**config.mk**
```make
export PLATFORM = sky130hd
export DESIGN_NAME = sorted_insert_priority_queue_flat
export DESIGN_NICKNAME = d
export VERILOG_FILES = /design/src/rtl/sipq_pkg.sv /design/src/rtl/sipq_if.sv /design/src/rtl/sipq_core.sv /design/src/rtl/sorted_insert_priority_queue.sv /design/src/flat_wrapper.sv
export SDC_FILE = /design/constraint.sdc
export NUM_CORES = 1
export LEC_CHECK = 0
export ABC_AREA = 0
export ABC_CLOCK_PERIOD_IN_PS = 4400
export BUFFER_PORTS_ARGS = -buffer_cell sky130_fd_sc_hd__buf_2
export CORE_ASPECT_RATIO = 2
export CORE_UTILIZATION = 35
export DETAILED_ROUTE_END_ITERATION = 10
export GPL_ROUTABILITY_DRIVEN = 0
export HOLD_SLACK_MARGIN = 0.03
export SYNTH_ARGS = -nofsm -noshare
export SYNTH_HDL_FRONTEND = slang
export SYNTH_SLANG_ARGS = --single-unit
```
**constraint.sdc**
```tcl
create_clock -name clk -period 4.4 [get_ports clk]
set_input_delay 0.44 -clock clk [delete_from_list [all_inputs] [get_ports clk]]
set_output_delay 0.44 -clock clk [all_outputs]
set_load 0.02 [all_outputs]
```
**src/rtl/sipq_pkg.sv**
```systemverilog
// Package for the sorted-insert priority queue.
// Holds default sizes, the operation code and the control structs shared by
// the queue core and the top level. Depends on nothing.
package sipq_pkg;

  localparam int DEF_QUEUE_DEPTH = 16;
  localparam int DEF_KEY_BITS    = 24;
  localparam int DEF_TAG_BITS    = 16;

  // The running key total is a fixed 28-bit field that wraps.
  localparam int TOTAL_BITS = 28;

  typedef enum logic {
    OP_INSERT = 1'b0,
    OP_REMOVE = 1'b1
  } sipq_op_t;

  // Command from the channel side to the queue core.
  typedef struct packed {
    logic     start;
    sipq_op_t op;
  } sipq_cmd_t;

  // Status from the queue core back to the channel side.
  typedef struct packed {
    logic idle;
    logic done;
  } sipq_stat_t;

endpackage

```
**src/rtl/sipq_if.sv**
```systemverilog
// Valid/ready channel interfaces of the sorted-insert priority queue.
// One interface for the input item, one for the result item.
// Depends on sipq_pkg.
interface sipq_in_if
  import sipq_pkg::*;
#(
  parameter int TAG_BITS = DEF_TAG_BITS,
  parameter int KEY_BITS = DEF_KEY_BITS
);
  logic                valid;
  logic                ready;
  logic                operation;
  logic [TAG_BITS-1:0] entry_tag;
  logic [KEY_BITS-1:0] entry_key;

  modport source (output valid, operation, entry_tag, entry_key, input ready);
  modport sink   (input valid, operation, entry_tag, entry_key, output ready);
endinterface

interface sipq_out_if
  import sipq_pkg::*;
#(
  parameter int TAG_BITS   = DEF_TAG_BITS,
  parameter int KEY_BITS   = DEF_KEY_BITS,
  parameter int COUNT_BITS = $clog2(DEF_QUEUE_DEPTH + 1)
);
  logic                  valid;
  logic                  ready;
  logic [TAG_BITS-1:0]   head_tag;
  logic [KEY_BITS-1:0]   head_key;
  logic [COUNT_BITS-1:0] entry_count;
  logic [TOTAL_BITS-1:0] key_total;
  logic                  is_empty;
  logic                  rejected;

  modport source (output valid, head_tag, head_key, entry_count, key_total,
                  is_empty, rejected, input ready);
  modport sink   (input valid, head_tag, head_key, entry_count, key_total,
                  is_empty, rejected, output ready);
endinterface

```
**src/rtl/sipq_core.sv**
```systemverilog
// Queue core: entry memory, count, key total, cached head and the sequencer
// that walks the memory one entry per cycle with a single key comparator.
// Depends on sipq_pkg.
module sipq_core
  import sipq_pkg::*;
#(
  parameter int QUEUE_DEPTH = DEF_QUEUE_DEPTH,
  parameter int KEY_BITS    = DEF_KEY_BITS,
  parameter int TAG_BITS    = DEF_TAG_BITS,
  parameter int COUNT_BITS  = $clog2(DEF_QUEUE_DEPTH + 1)
) (
  input  logic                  clk,
  input  logic                  rst_n,
  input  sipq_cmd_t             cmd,
  input  logic [TAG_BITS-1:0]   in_tag,
  input  logic [KEY_BITS-1:0]   in_key,
  input  logic                  hold,
  output sipq_stat_t            stat,
  output logic [TAG_BITS-1:0]   res_head_tag,
  output logic [KEY_BITS-1:0]   res_head_key,
  output logic [COUNT_BITS-1:0] res_count,
  output logic [TOTAL_BITS-1:0] res_total,
  output logic                  res_rejected
);

  localparam int IDX_BITS = $clog2(QUEUE_DEPTH);
  localparam int ENT_BITS = TAG_BITS + KEY_BITS;
  localparam logic [COUNT_BITS-1:0] FULL_COUNT = COUNT_BITS'(QUEUE_DEPTH);

  typedef enum logic [3:0] {
    S_IDLE  = 4'b0001,
    S_WALK  = 4'b0010,
    S_PLACE = 4'b0100,
    S_DONE  = 4'b1000
  } state_t;

  state_t                state_r, state_nxt;
  sipq_op_t              op_r, op_nxt;
  logic [TAG_BITS-1:0]   tag_r, tag_nxt;
  logic [KEY_BITS-1:0]   key_r, key_nxt;
  logic                  rej_r, rej_nxt;
  logic [IDX_BITS-1:0]   idx_r, idx_nxt;
  logic [IDX_BITS-1:0]   place_r, place_nxt;
  logic [COUNT_BITS-1:0] count_r, count_nxt;
  logic [TOTAL_BITS-1:0] total_r, total_nxt;
  logic [TAG_BITS-1:0]   head_tag_r, head_tag_nxt;
  logic [KEY_BITS-1:0]   head_key_r, head_key_nxt;

  logic [ENT_BITS-1:0]   mem [QUEUE_DEPTH];
  logic [ENT_BITS-1:0]   rd_data_r;
  logic                  rd_en, wr_en;
  logic [IDX_BITS-1:0]   rd_addr, wr_addr;
  logic [ENT_BITS-1:0]   wr_data;

  logic [KEY_BITS-1:0]   rd_key;
  logic [TAG_BITS-1:0]   rd_tag;
  logic                  key_ge, key_eq, shift_up;
  logic [COUNT_BITS-1:0] count_m1;
  logic [TOTAL_BITS+KEY_BITS-1:0] new_key_wide, head_key_wide;
  logic                  done;

  assign rd_key   = rd_data_r[KEY_BITS-1:0];
  assign rd_tag   = rd_data_r[ENT_BITS-1:KEY_BITS];
  assign count_m1 = count_r - COUNT_BITS'(1);

  assign new_key_wide  = {{TOTAL_BITS{1'b0}}, key_r};
  assign head_key_wide = {{TOTAL_BITS{1'b0}}, head_key_r};

  // A stored entry moves up when the new key belongs ahead of it. The head
  // moves only for a strictly lower key; all others move for an equal key too.
  assign key_ge   = rd_key >= key_r;
  assign key_eq   = rd_key == key_r;
  assign shift_up = (idx_r == '0) ? (key_ge && !key_eq) : key_ge;

  always_ff @(posedge clk) begin
    if (wr_en) begin
      mem[wr_addr] <= wr_data;
    end
    if (rd_en) begin
      rd_data_r <= mem[rd_addr];
    end
  end

  always_comb begin
    state_nxt    = state_r;
    op_nxt       = op_r;
    tag_nxt      = tag_r;
    key_nxt      = key_r;
    rej_nxt      = rej_r;
    idx_nxt      = idx_r;
    place_nxt    = place_r;
    count_nxt    = count_r;
    total_nxt    = total_r;
    head_tag_nxt = head_tag_r;
    head_key_nxt = head_key_r;
    rd_en        = 1'b0;
    rd_addr      = idx_r;
    wr_en        = 1'b0;
    wr_addr      = idx_r;
    wr_data      = rd_data_r;
    done         = 1'b0;

    case (state_r)
      S_IDLE: begin
        if (cmd.start) begin
          op_nxt  = cmd.op;
          tag_nxt = in_tag;
          key_nxt = in_key;
          rej_nxt = 1'b0;
          if (cmd.op == OP_INSERT) begin
            if (count_r == FULL_COUNT) begin
              rej_nxt   = 1'b1;
              state_nxt = S_DONE;
            end else if (count_r == '0) begin
              place_nxt = '0;
              state_nxt = S_PLACE;
            end else begin
              // Walk down from the tail entry.
              rd_en     = 1'b1;
              rd_addr   = count_m1[IDX_BITS-1:0];
              idx_nxt   = count_m1[IDX_BITS-1:0];
              state_nxt = S_WALK;
            end
          end else begin
            if (count_r == '0) begin
              state_nxt = S_DONE;
            end else begin
              total_nxt = total_r - head_key_wide[TOTAL_BITS-1:0];
              if (count_r == COUNT_BITS'(1)) begin
                count_nxt    = '0;
                head_tag_nxt = '0;
                head_key_nxt = '0;
                state_nxt    = S_DONE;
              end else begin
                // Walk up from the second entry, moving each one down.
                rd_en     = 1'b1;
                rd_addr   = IDX_BITS'(1);
                idx_nxt   = IDX_BITS'(1);
                state_nxt = S_WALK;
              end
            end
          end
        end
      end

      S_WALK: begin
        if (op_r == OP_INSERT) begin
          if (shift_up) begin
            wr_en   = 1'b1;
            wr_addr = idx_r + IDX_BITS'(1);
            if (idx_r == '0) begin
              place_nxt = '0;
              state_nxt = S_PLACE;
            end else begin
              rd_en   = 1'b1;
              rd_addr = idx_r - IDX_BITS'(1);
              idx_nxt = idx_r - IDX_BITS'(1);
            end
          end else begin
            place_nxt = idx_r + IDX_BITS'(1);
            state_nxt = S_PLACE;
          end
        end else begin
          wr_en   = 1'b1;
          wr_addr = idx_r - IDX_BITS'(1);
          if (idx_r == IDX_BITS'(1)) begin
            head_tag_nxt = rd_tag;
            head_key_nxt = rd_key;
          end
          if (COUNT_BITS'(idx_r) == count_m1) begin
            count_nxt = count_m1;
            state_nxt = S_DONE;
          end else begin
            rd_en   = 1'b1;
            rd_addr = idx_r + IDX_BITS'(1);
            idx_nxt = idx_r + IDX_BITS'(1);
          end
        end
      end

      S_PLACE: begin
        wr_en     = 1'b1;
        wr_addr   = place_r;
        wr_data   = {tag_r, key_r};
        count_nxt = count_r + COUNT_BITS'(1);
        total_nxt = total_r + new_key_wide[TOTAL_BITS-1:0];
        if (place_r == '0) begin
          head_tag_nxt = tag_r;
          head_key_nxt = key_r;
        end
        state_nxt = S_DONE;
      end

      S_DONE: begin
        if (!hold) begin
          done      = 1'b1;
          state_nxt = S_IDLE;
        end
      end

      default: begin
        state_nxt = S_IDLE;
      end
    endcase
  end

  always_ff @(posedge clk) begin
    if (!rst_n) begin
      state_r    <= S_IDLE;
      count_r    <= '0;
      total_r    <= '0;
      head_tag_r <= '0;
      head_key_r <= '0;
      rej_r      <= 1'b0;
    end else begin
      state_r    <= state_nxt;
      count_r    <= count_nxt;
      total_r    <= total_nxt;
      head_tag_r <= head_tag_nxt;
      head_key_r <= head_key_nxt;
      rej_r      <= rej_nxt;
    end
  end

  always_ff @(posedge clk) begin
    op_r    <= op_nxt;
    tag_r   <= tag_nxt;
    key_r   <= key_nxt;
    idx_r   <= idx_nxt;
    place_r <= place_nxt;
  end

  assign stat.idle    = (state_r == S_IDLE);
  assign stat.done    = done;
  assign res_head_tag = head_tag_r;
  assign res_head_key = head_key_r;
  assign res_count    = count_r;
  assign res_total    = total_r;
  assign res_rejected = rej_r;

  a_count_bound: assert property (@(posedge clk) disable iff (!rst_n)
    count_r <= FULL_COUNT)
    else $error("entry count exceeds queue depth");

  a_empty_head_zero: assert property (@(posedge clk) disable iff (!rst_n)
    (count_r == '0) |-> (head_key_r == '0 && head_tag_r == '0))
    else $error("empty queue reports a nonzero head");

  a_no_port_clash: assert property (@(posedge clk) disable iff (!rst_n)
    (rd_en && wr_en) |-> (rd_addr != wr_addr))
    else $error("walk reads and writes the same entry in one cycle");

  a_reject_only_full: assert property (@(posedge clk) disable iff (!rst_n)
    (done && rej_r) |-> (count_r == FULL_COUNT))
    else $error("insert rejected while the queue has room");

  a_done_not_held: assert property (@(posedge clk) disable iff (!rst_n)
    done |-> !hold)
    else $error("result handed over while the output slot is full");

  a_count_step: assert property (@(posedge clk) disable iff (!rst_n)
    (state_r == S_IDLE && !cmd.start) |=> $stable(count_r))
    else $error("entry count changed with no item in progress");

endmodule

```
**src/rtl/sorted_insert_priority_queue.sv**
```systemverilog
// Top level of the sorted-insert priority queue: channel handshakes, the
// result register and the queue core.
// Depends on sipq_pkg, sipq_if and sipq_core.
//
//   channel  dir  fields                                           handshake
//   in_ch    in   operation, entry_tag, entry_key                  valid/ready
//   out_ch   out  head_tag, head_key, entry_count, key_total,       valid/ready
//                 is_empty, rejected
//
// An insert walks down from the tail entry, moving up the stored entries that
// must make room, m of them (0 to QUEUE_DEPTH-1), and then places the new entry;
// a full-queue insert is refused without a walk. A remove drops the head and walks
// up from the second entry, moving each one down;
// the walk reads and writes one entry per cycle through the single memory port pair.
// One item is in work at a time; in_ch.ready is high while the core is idle,
// also while a finished result waits in the output register.
// Reset is synchronous and empties the queue at once; the memory needs no clearing.
// A stalled output holds the next result in the core until the register frees.
module sorted_insert_priority_queue
  import sipq_pkg::*;
#(
  parameter int QUEUE_DEPTH = DEF_QUEUE_DEPTH,
  parameter int KEY_BITS    = DEF_KEY_BITS,
  parameter int TAG_BITS    = DEF_TAG_BITS
) (
  input  logic              clk,
  input  logic              rst_n,
  sipq_in_if.sink           in_ch,
  sipq_out_if.source        out_ch
);

  localparam int COUNT_BITS = $clog2(QUEUE_DEPTH + 1);

  sipq_cmd_t             cmd;
  sipq_stat_t            stat;
  logic                  hold;
  logic [TAG_BITS-1:0]   res_head_tag;
  logic [KEY_BITS-1:0]   res_head_key;
  logic [COUNT_BITS-1:0] res_count;
  logic [TOTAL_BITS-1:0] res_total;
  logic                  res_rejected;

  logic                  out_valid_r, out_valid_nxt;
  logic [TAG_BITS-1:0]   out_head_tag_r;
  logic [KEY_BITS-1:0]   out_head_key_r;
  logic [COUNT_BITS-1:0] out_count_r;
  logic [TOTAL_BITS-1:0] out_total_r;
  logic                  out_rejected_r;

  assign in_ch.ready = stat.idle;
  assign cmd.start   = in_ch.valid && stat.idle;
  assign cmd.op      = sipq_op_t'(in_ch.operation);
  assign hold        = out_valid_r && !out_ch.ready;

  sipq_core #(
    .QUEUE_DEPTH (QUEUE_DEPTH),
    .KEY_BITS    (KEY_BITS),
    .TAG_BITS    (TAG_BITS),
    .COUNT_BITS  (COUNT_BITS)
  ) u_core (
    .clk          (clk),
    .rst_n        (rst_n),
    .cmd          (cmd),
    .in_tag       (in_ch.entry_tag),
    .in_key       (in_ch.entry_key),
    .hold         (hold),
    .stat         (stat),
    .res_head_tag (res_head_tag),
    .res_head_key (res_head_key),
    .res_count    (res_count),
    .res_total    (res_total),
    .res_rejected (res_rejected)
  );

  always_comb begin
    out_valid_nxt = out_valid_r;
    if (stat.done) begin
      out_valid_nxt = 1'b1;
    end else if (out_ch.ready) begin
      out_valid_nxt = 1'b0;
    end
  end

  always_ff @(posedge clk) begin
    if (!rst_n) begin
      out_valid_r <= 1'b0;
    end else begin
      out_valid_r <= out_valid_nxt;
    end
  end

  always_ff @(posedge clk) begin
    if (stat.done) begin
      out_head_tag_r <= res_head_tag;
      out_head_key_r <= res_head_key;
      out_count_r    <= res_count;
      out_total_r    <= res_total;
      out_rejected_r <= res_rejected;
    end
  end

  assign out_ch.valid       = out_valid_r;
  assign out_ch.head_tag    = out_head_tag_r;
  assign out_ch.head_key    = out_head_key_r;
  assign out_ch.entry_count = out_count_r;
  assign out_ch.key_total   = out_total_r;
  assign out_ch.is_empty    = (out_count_r == '0);
  assign out_ch.rejected    = out_rejected_r;

endmodule

```
**src/flat_wrapper.sv**
```systemverilog
// flat-port wrapper written by rule: the top's interface ports become plain ports
module sorted_insert_priority_queue_flat import sipq_pkg::*;
#(
  parameter int QUEUE_DEPTH = DEF_QUEUE_DEPTH,
  parameter int KEY_BITS    = DEF_KEY_BITS,
  parameter int TAG_BITS    = DEF_TAG_BITS
)
  (clk, rst_n, in_ch_valid, in_ch_operation, in_ch_entry_tag, in_ch_entry_key, in_ch_ready, out_ch_valid, out_ch_head_tag, out_ch_head_key, out_ch_entry_count, out_ch_key_total, out_ch_is_empty, out_ch_rejected, out_ch_ready);
  sipq_in_if #(.TAG_BITS(TAG_BITS), .KEY_BITS(KEY_BITS)) in_ch_i ();
  sipq_out_if #(.TAG_BITS(TAG_BITS), .KEY_BITS(KEY_BITS)) out_ch_i ();
  input  logic clk;
  input  logic rst_n;
  input wire logic [$bits(in_ch_i.valid)-1:0] in_ch_valid;
  input wire logic [$bits(in_ch_i.operation)-1:0] in_ch_operation;
  input wire logic [$bits(in_ch_i.entry_tag)-1:0] in_ch_entry_tag;
  input wire logic [$bits(in_ch_i.entry_key)-1:0] in_ch_entry_key;
  output wire logic [$bits(in_ch_i.ready)-1:0] in_ch_ready;
  output wire logic [$bits(out_ch_i.valid)-1:0] out_ch_valid;
  output wire logic [$bits(out_ch_i.head_tag)-1:0] out_ch_head_tag;
  output wire logic [$bits(out_ch_i.head_key)-1:0] out_ch_head_key;
  output wire logic [$bits(out_ch_i.entry_count)-1:0] out_ch_entry_count;
  output wire logic [$bits(out_ch_i.key_total)-1:0] out_ch_key_total;
  output wire logic [$bits(out_ch_i.is_empty)-1:0] out_ch_is_empty;
  output wire logic [$bits(out_ch_i.rejected)-1:0] out_ch_rejected;
  input wire logic [$bits(out_ch_i.ready)-1:0] out_ch_ready;
  assign in_ch_i.valid = in_ch_valid;
  assign in_ch_i.operation = in_ch_operation;
  assign in_ch_i.entry_tag = in_ch_entry_tag;
  assign in_ch_i.entry_key = in_ch_entry_key;
  assign in_ch_ready = in_ch_i.ready;
  assign out_ch_valid = out_ch_i.valid;
  assign out_ch_head_tag = out_ch_i.head_tag;
  assign out_ch_head_key = out_ch_i.head_key;
  assign out_ch_entry_count = out_ch_i.entry_count;
  assign out_ch_key_total = out_ch_i.key_total;
  assign out_ch_is_empty = out_ch_i.is_empty;
  assign out_ch_rejected = out_ch_i.rejected;
  assign out_ch_i.ready = out_ch_ready;
  sorted_insert_priority_queue #(.QUEUE_DEPTH(QUEUE_DEPTH), .KEY_BITS(KEY_BITS), .TAG_BITS(TAG_BITS)) u_core (.clk(clk), .rst_n(rst_n), .in_ch(in_ch_i), .out_ch(out_ch_i));
endmodule
```
## Word-level counts from Yosys, hierarchy flattened

Memory sizes are Yosys's and may differ from the RTL's. A register that Yosys moved wholly into a read port is not among the register bits.
Index checks and enable logic that the tools add are counted.

- $add $sub $neg: 6
- Reduce and logical (&&, ||, !) cells: 19
- Equal/unequal tests: 25
- Order comparisons: 1
- Muxes and demuxes: 85

Operators with widths:

| cell | count |
|---|---|
| $mux W24 | 7 |
| $mux W4 | 29 |
| $mux W16 | 7 |
| $mux W28 | 3 |
| $pmux W24 S3 | 1 |
| $pmux W28 S2 | 1 |
| $pmux W16 S3 | 1 |
| $mux W40 | 1 |
| $mux W5 | 6 |
| $add A28 B24 Y28 | 1 |
| $sub A28 B24 Y28 | 1 |
| $eq A24 B24 Y1 | 1 |
| $ge A24 B24 Y1 | 1 |
| $pmux W4 S2 | 3 |
| $mux W1 | 21 |
| $ne A2 B2 Y1 const B | 10 |
| $pmux W4 S4 | 1 |
| $pmux W5 S3 | 1 |
| $reduce_and A7 Y1 | 2 |
| $logic_not A5 Y1 | 2 |
| $eq A4 B1 Y1 const B | 2 |
| $logic_not A4 Y1 | 2 |
| $reduce_and A4 Y1 | 2 |
| $reduce_and A8 Y1 | 1 |
| other kinds (20) | 29 |

- Bits in writable memories: 640
- Output and inout bits: 77
- Input bits: 45
- Flip-flop bits (word level): 202
- Memories: 1

Memory list:

| name | words | bits a word | read ports | clocked after Yosys merged registers in | write ports | line | RTL |
|---|---|---|---|---|---|---|---|
| u_core.u_core.mem | 16 | 40 | 1 | 1 | 1 | sipq_core.sv:49 | `logic [ENT_BITS-1:0] mem [QUEUE_DEPTH];` |

## Depth between registers and ports, before layout

- Depth in word-level cells: 9
- Depth in mapped cells: 19
- Gate-level depth less buffers: 19

## Cells and area by module

A second synthesis with hierarchy kept.

- Cells, all modules: 2852
- Area total of the unflattened synthesis: 38729.6 µm²

By module, submodules not included:

| module | sequential area each (µm²) | area an instance (µm²) | times used | cells each |
|---|---|---|---|---|
| sipq_core | 23412.5 | 36456.2 | 1 | 2772 |
| sorted_insert_priority_queue | 2242.2 | 2273.4 | 1 | 80 |

## Least setup slack after synthesis

No wires, ideal clock.

- Path type: register to register
- From: register u_core.u_core.state_r[0]
- To: register u_core.out_count_r[0], in the netlist u_core.out_ch.entry_count[0], enable pin
- Required time: 3884 ps
- Buffers on the path: 0
- Stages on the path, launching flop included: 3
- Setup time: 516 ps
- Arrival: 4087 ps
- Setup slack: -202 ps
- Cell sequence: dfxtp_1 nor4b_1 nor2b_1

- Cells in the longest elaborated chain, start to end: 2

Ends and longest elaborated chain:

| what | line | RTL |
|---|---|---|
| start, declared | sipq_core.sv:37 | `state_t state_r, state_nxt;` |
| start signal, assigned | sipq_core.sv:216 | `state_r <= state_nxt;` |
| $eq A4 B4 Y1 | sipq_core.sv:103 | `case (state_r)` |
| $mux W1 | sipq_core.sv:103 |  |
| end signal, assigned | sorted_insert_priority_queue.sv:96 | `out_count_r <= res_count;` |
| end, declared | sorted_insert_priority_queue.sv:46 | `logic [COUNT_BITS-1:0] out_count_r;` |

No other way between the ends.
A chain may end at the register's enable or synchronous reset.

## Worst setup path after layout

- From: register u_core.u_core.key_r[14]
- To: register u_core.u_core.rd_data_r[11] (read register of u_core.u_core.mem), data pin

- Cells in the longest elaborated chain, start to end: 7

Ends and longest elaborated chain:

| what | line | RTL |
|---|---|---|
| start, declared | sipq_core.sv:40 | `logic [KEY_BITS-1:0] key_r, key_nxt;` |
| start signal, assigned | sipq_core.sv:228 | `key_r <= key_nxt;` |
| branches (longest 3 deep; another with $ge A24 B24 Y1) | -- |  |
| $mux W1 (*) | sipq_core.sv:73 | `assign shift_up = (idx_r == '0) ? (key_ge && !key_eq) : key_ge;` |
| $mux W4 (*) (2 in series) | -- |  |
| $pmux W4 S2 (*) | -- |  |
| via u_core.u_core.idx_nxt[3] | sipq_core.sv:42 | `logic [IDX_BITS-1:0] idx_r, idx_nxt;` |
| end, declared | sipq_core.sv:50 | `logic [ENT_BITS-1:0] rd_data_r;` |

Mark *: on every way through the listed nets, which the timed path passes.

==> impl_metrics.env <==
export IMPL_dp_hpwl_mm=61.82
export IMPL_syn_area_um2=36980
export IMPL_worstHoldPathCells=4
export IMPL_cts_tree="built"
export IMPL_antenna_found_initial=2
export IMPL_dr_first_iter_drc_count=1228
export IMPL_r2r_start="u_core.u_core.key_r[14]"
export IMPL_cts_sinks=882
export IMPL_synth_cells=2659
export IMPL_yosysUniqueCellTypes=79
export IMPL_vias_per_cell=5.119
export IMPL_die_h_um=461.7
export IMPL_setup_violations=0
export IMPL_dp_slack_ns=0.1443
export IMPL_synth_ff_type="edfxtp_1"
export IMPL_hp_start="out_ch_ready"
export IMPL_synth_edf_count=799
export IMPL_rrSetupSlack_ns=0.28
export IMPL_clkTransAtPathRegs_ns=0.07
export IMPL_cap_violations=0
export IMPL_crit_type="reg -> reg"
export IMPL_hold_end="u_core.out_ch.valid"
export IMPL_drc_errors=0
export IMPL_endpoint_kind="register"
export IMPL_worstPathArrival_ns=4.52
export IMPL_hold_viol_final=0
export IMPL_grt_usage_pct=17.39
export IMPL_ys_ff_latch=882
export IMPL_cts_buffer_depth=3
export IMPL_synth_nets=2763
export IMPL_p_per_area_nw_per_um2=551.2
export IMPL_max_freq_mhz=242.9
export IMPL_layout_drive_gt1_share_pct=16.69
export IMPL_setup_slack_ns=0.2832
export IMPL_run_status="completed"
export IMPL_slew_headroom_pct=15.58
export IMPL_cp_start_kind="register"
export IMPL_clock_root_buffer="clkbuf_16"
export IMPL_wl_mm=93.06
export IMPL_rsz0062_at_grt="false"
export IMPL_clkLatencyLatePin_ns=0.66
export IMPL_area_delta_synth_final_pct=17.71
export IMPL_die_width_um=231.9
export IMPL_ys_warn_count=0
export IMPL_ys_seq_area_share_pct=69.37
export IMPL_start_util_pct=35.33
export IMPL_vias=22237
export IMPL_dpl_cell_area_um2=40580
export IMPL_design_area_um2=43530
export IMPL_nFillCells=9523
export IMPL_slew_violations=0
export IMPL_leakage_uw=0.01513
export IMPL_setup_tns_ns=0
export IMPL_io_buffers=121
export IMPL_synth_top_area_cell="edfxtp_1"
export IMPL_hold_class="in -> reg"
export IMPL_coreArea_um2=104700
export IMPL_total_power_uw=23990
export IMPL_post_route_period_util_pct=93.56
export IMPL_async_reset_ff_share_pct=0
export IMPL_cts_buffers=74
export IMPL_rows=168
export IMPL_synthTopCellsByArea="edfxtp_1 65%, mux2i_1 7.7%, nand2_1 4.9%"
export IMPL_synth_top_area_share_pct=64.88
export IMPL_routedWlPerCell_um=21.42
export IMPL_worstReg2RegEnd="u_core.u_core.rd_data_r[11]"
export IMPL_grt_max_degree=65
export IMPL_ios=122
export IMPL_clock_skew_final_ns=0.02533
export IMPL_worstMarginPinSlew_ns=1.258
export IMPL_design_die_area_um2=107000
export IMPL_grt_pass1_vias=22824
export IMPL_ant_nets=0
export IMPL_grt_pass1_wl_mm=138.2
export IMPL_fin_crit_ns=4.117
export IMPL_whs_ns=0.1133
export IMPL_crit_fanout=20
export IMPL_cp_required_ns=4.80
export IMPL_h_tree_depth=3
export IMPL_fin_nets=3027
export IMPL_ir_worst_vdd_mv=0.2932
export IMPL_avgSynthCellArea_um2=13.91
export IMPL_grt_overflow=0
export IMPL_r2r_worst_path_cells=15
export IMPL_drtPass1Iterations=5
==> synth_stat cells, types with 5 or more instances <==
cell        n
o22ai_1    44
ha_1       58
inv_1      41
nor3_2     40
o21ai_0    52
buf_4      10
o21bai_1    6
mux2i_1   285
a32o_1     40
buf_1       9
buf_6      16
nor2_1    109
a311oi_1   42
edfxtp_1  799
nand2b_1    9
a21o_1     16
dfxtp_1    83
nand4_1    11
o211ai_1    5
nand2_1   486
or3_1       5
nor2b_1     6
a21oi_1   100
buf_2      21
nor3_1     24
xor2_1     32
xnor2_1    24
clkbuf_1   82
and2_1      8
a211oi_1    6
nand3_1    91
nor4_1      7
==> worst max-delay path by stage <==
stage | from | endpoint | cells past startpoint | slack (ns)
global route | u_core.u_core.state_r[1] | u_core.u_core.res_total[26] | 17 | 0.03
floorplan | u_core.u_core.rd_data_r[21] | u_core.u_core.mem[0][0] | 10 | -0.15
detailed placement | u_core.u_core.state_r[1] | u_core.u_core.res_total[26] | 17 | 0.14
CTS | u_core.u_core.state_r[1] | u_core.u_core.res_total[26] | 17 | 0.12
finish | u_core.u_core.key_r[14] | u_core.u_core.rd_data_r[11] | 15 | 0.28
global placement | u_core.u_core.state_r[1] | u_core.u_core.res_total[26] | 17 | 0.14
==> flip-flops by register name, indices dropped and copies added (netlist names) <==
name and flops:
u_core.out_ch.entry_count 5, u_core.u_core.op_r 1, u_core.u_core.key_r 24, u_core.u_core.mem 640
u_core.u_core.res_head_tag 16, u_core.u_core.tag_r 16, u_core.out_ch.head_tag 16, u_core.out_ch.key_total 28
u_core.out_ch.rejected 1, u_core.u_core.res_rejected 1, u_core.u_core.state_r 4, u_core.u_core.res_count 5
u_core.u_core.rd_data_r 40, u_core.u_core.res_head_key 24, u_core.u_core.place_r 4, u_core.u_core.res_total 28
u_core.out_ch.head_key 24, u_core.out_ch.valid 1, u_core.u_core.idx_r 4
==> report_power, final <==
group / internal (uW) / leakage, uW / switching (uW)
sequential: 9550 / 0.00795 / 167
clock: 3660 / 0.00119 / 3150
combinational: 3050 / 0.00599 / 4420
total: 16300 / 0.0151 / 7740
==> critical path: stages (launching register included) <==
cell and delay (ns):
edfxtp_1 0.39, inv_1 0.09, ha_1 0.30, nand4_1 0.28, nor4_1 0.35, buf_4 0.19
and4_1 0.25, o21a_1 0.19, o211a_1 0.22, mux2i_1 0.33, a221o_1 0.36, nor3b_2 0.26
buf_4 0.18, buf_12 0.18, a32o_1 0.21, nor3_2 0.06
==> routing by layer <==
layer,wire length (um),up-vias,track usage (%)
met5,0,-,0
met4,3748,0,7.966
met3,3059,174,2.139
met2,52020,524,34.20
met1,34240,11057,17.91
li1,-,10482,-
==> metrics by stage <==
| stage | util [%] | instances |
|---|---|---|
| floorplan | - | 2659 |
| global placement | 38.76 | 4166 |
| detailed placement | 38.76 | 4166 |
| CTS | 41.54 | 4342 |
| global route | 41.59 | 4344 |
| finish | 41.59 | 4344 |
==> what timing repair did <==
item                                    CTS  global route
setup buffers                             0             1
hold endpoints to repair                 40             0
hold buffers                             40             0
endpoints found under the setup margin    0             9
gates resized for setup                   0             9
==> final cells by class <==
| class | count | area (um2) | share of cell area [%] |
|---|---|---|---|
| Tap cell | 1360 | 1702 | 3.909 |
| Timing Repair Buffer | 332 | 2932 | 6.734 |
| Clock inverter | 49 | 564.3 | 1.296 |
| Antenna cell | 1 | 2.502 | 0.005748 |
| Inverter | 46 | 187.7 | 0.4311 |
| Sequential cell | 882 | 25650 | 58.93 |
| Clock buffer | 87 | 1942 | 4.461 |
| Multi-Input combinational cell | 1587 | 10550 | 24.23 |
==> placed cells by master, fill, tap and decap left out, drive strengths merged, types with 44 or more instances in the layout <==
cell type | Yosys | final
o21ai | 55 | 55
a21oi | 100 | 100
nor2 | 109 | 109
buf | 62 | 292
nand3 | 91 | 91
ha | 58 | 58
dfxtp | 83 | 83
o22ai | 44 | 44
nand2 | 487 | 487
edfxtp | 799 | 799
nor3 | 64 | 64
mux2i | 285 | 285
inv | 45 | 51
clkbuf | 82 | 87
==> cells by family after synthesis <==
family                   after synthesis  share of synthesized area (%)
AO/OA/AOI/OAI                        361                          6.733
XOR/XNOR                              57                          1.387
adder cells (fa/ha/maj)               59                          2.016
buffers and inverters                190                          2.683
flip-flops                           882                          69.37
multiplexers                         285                          7.714
AND/OR/NAND/NOR                      825                          10.10
No activity file was read; power rests on OpenSTA's default activity.
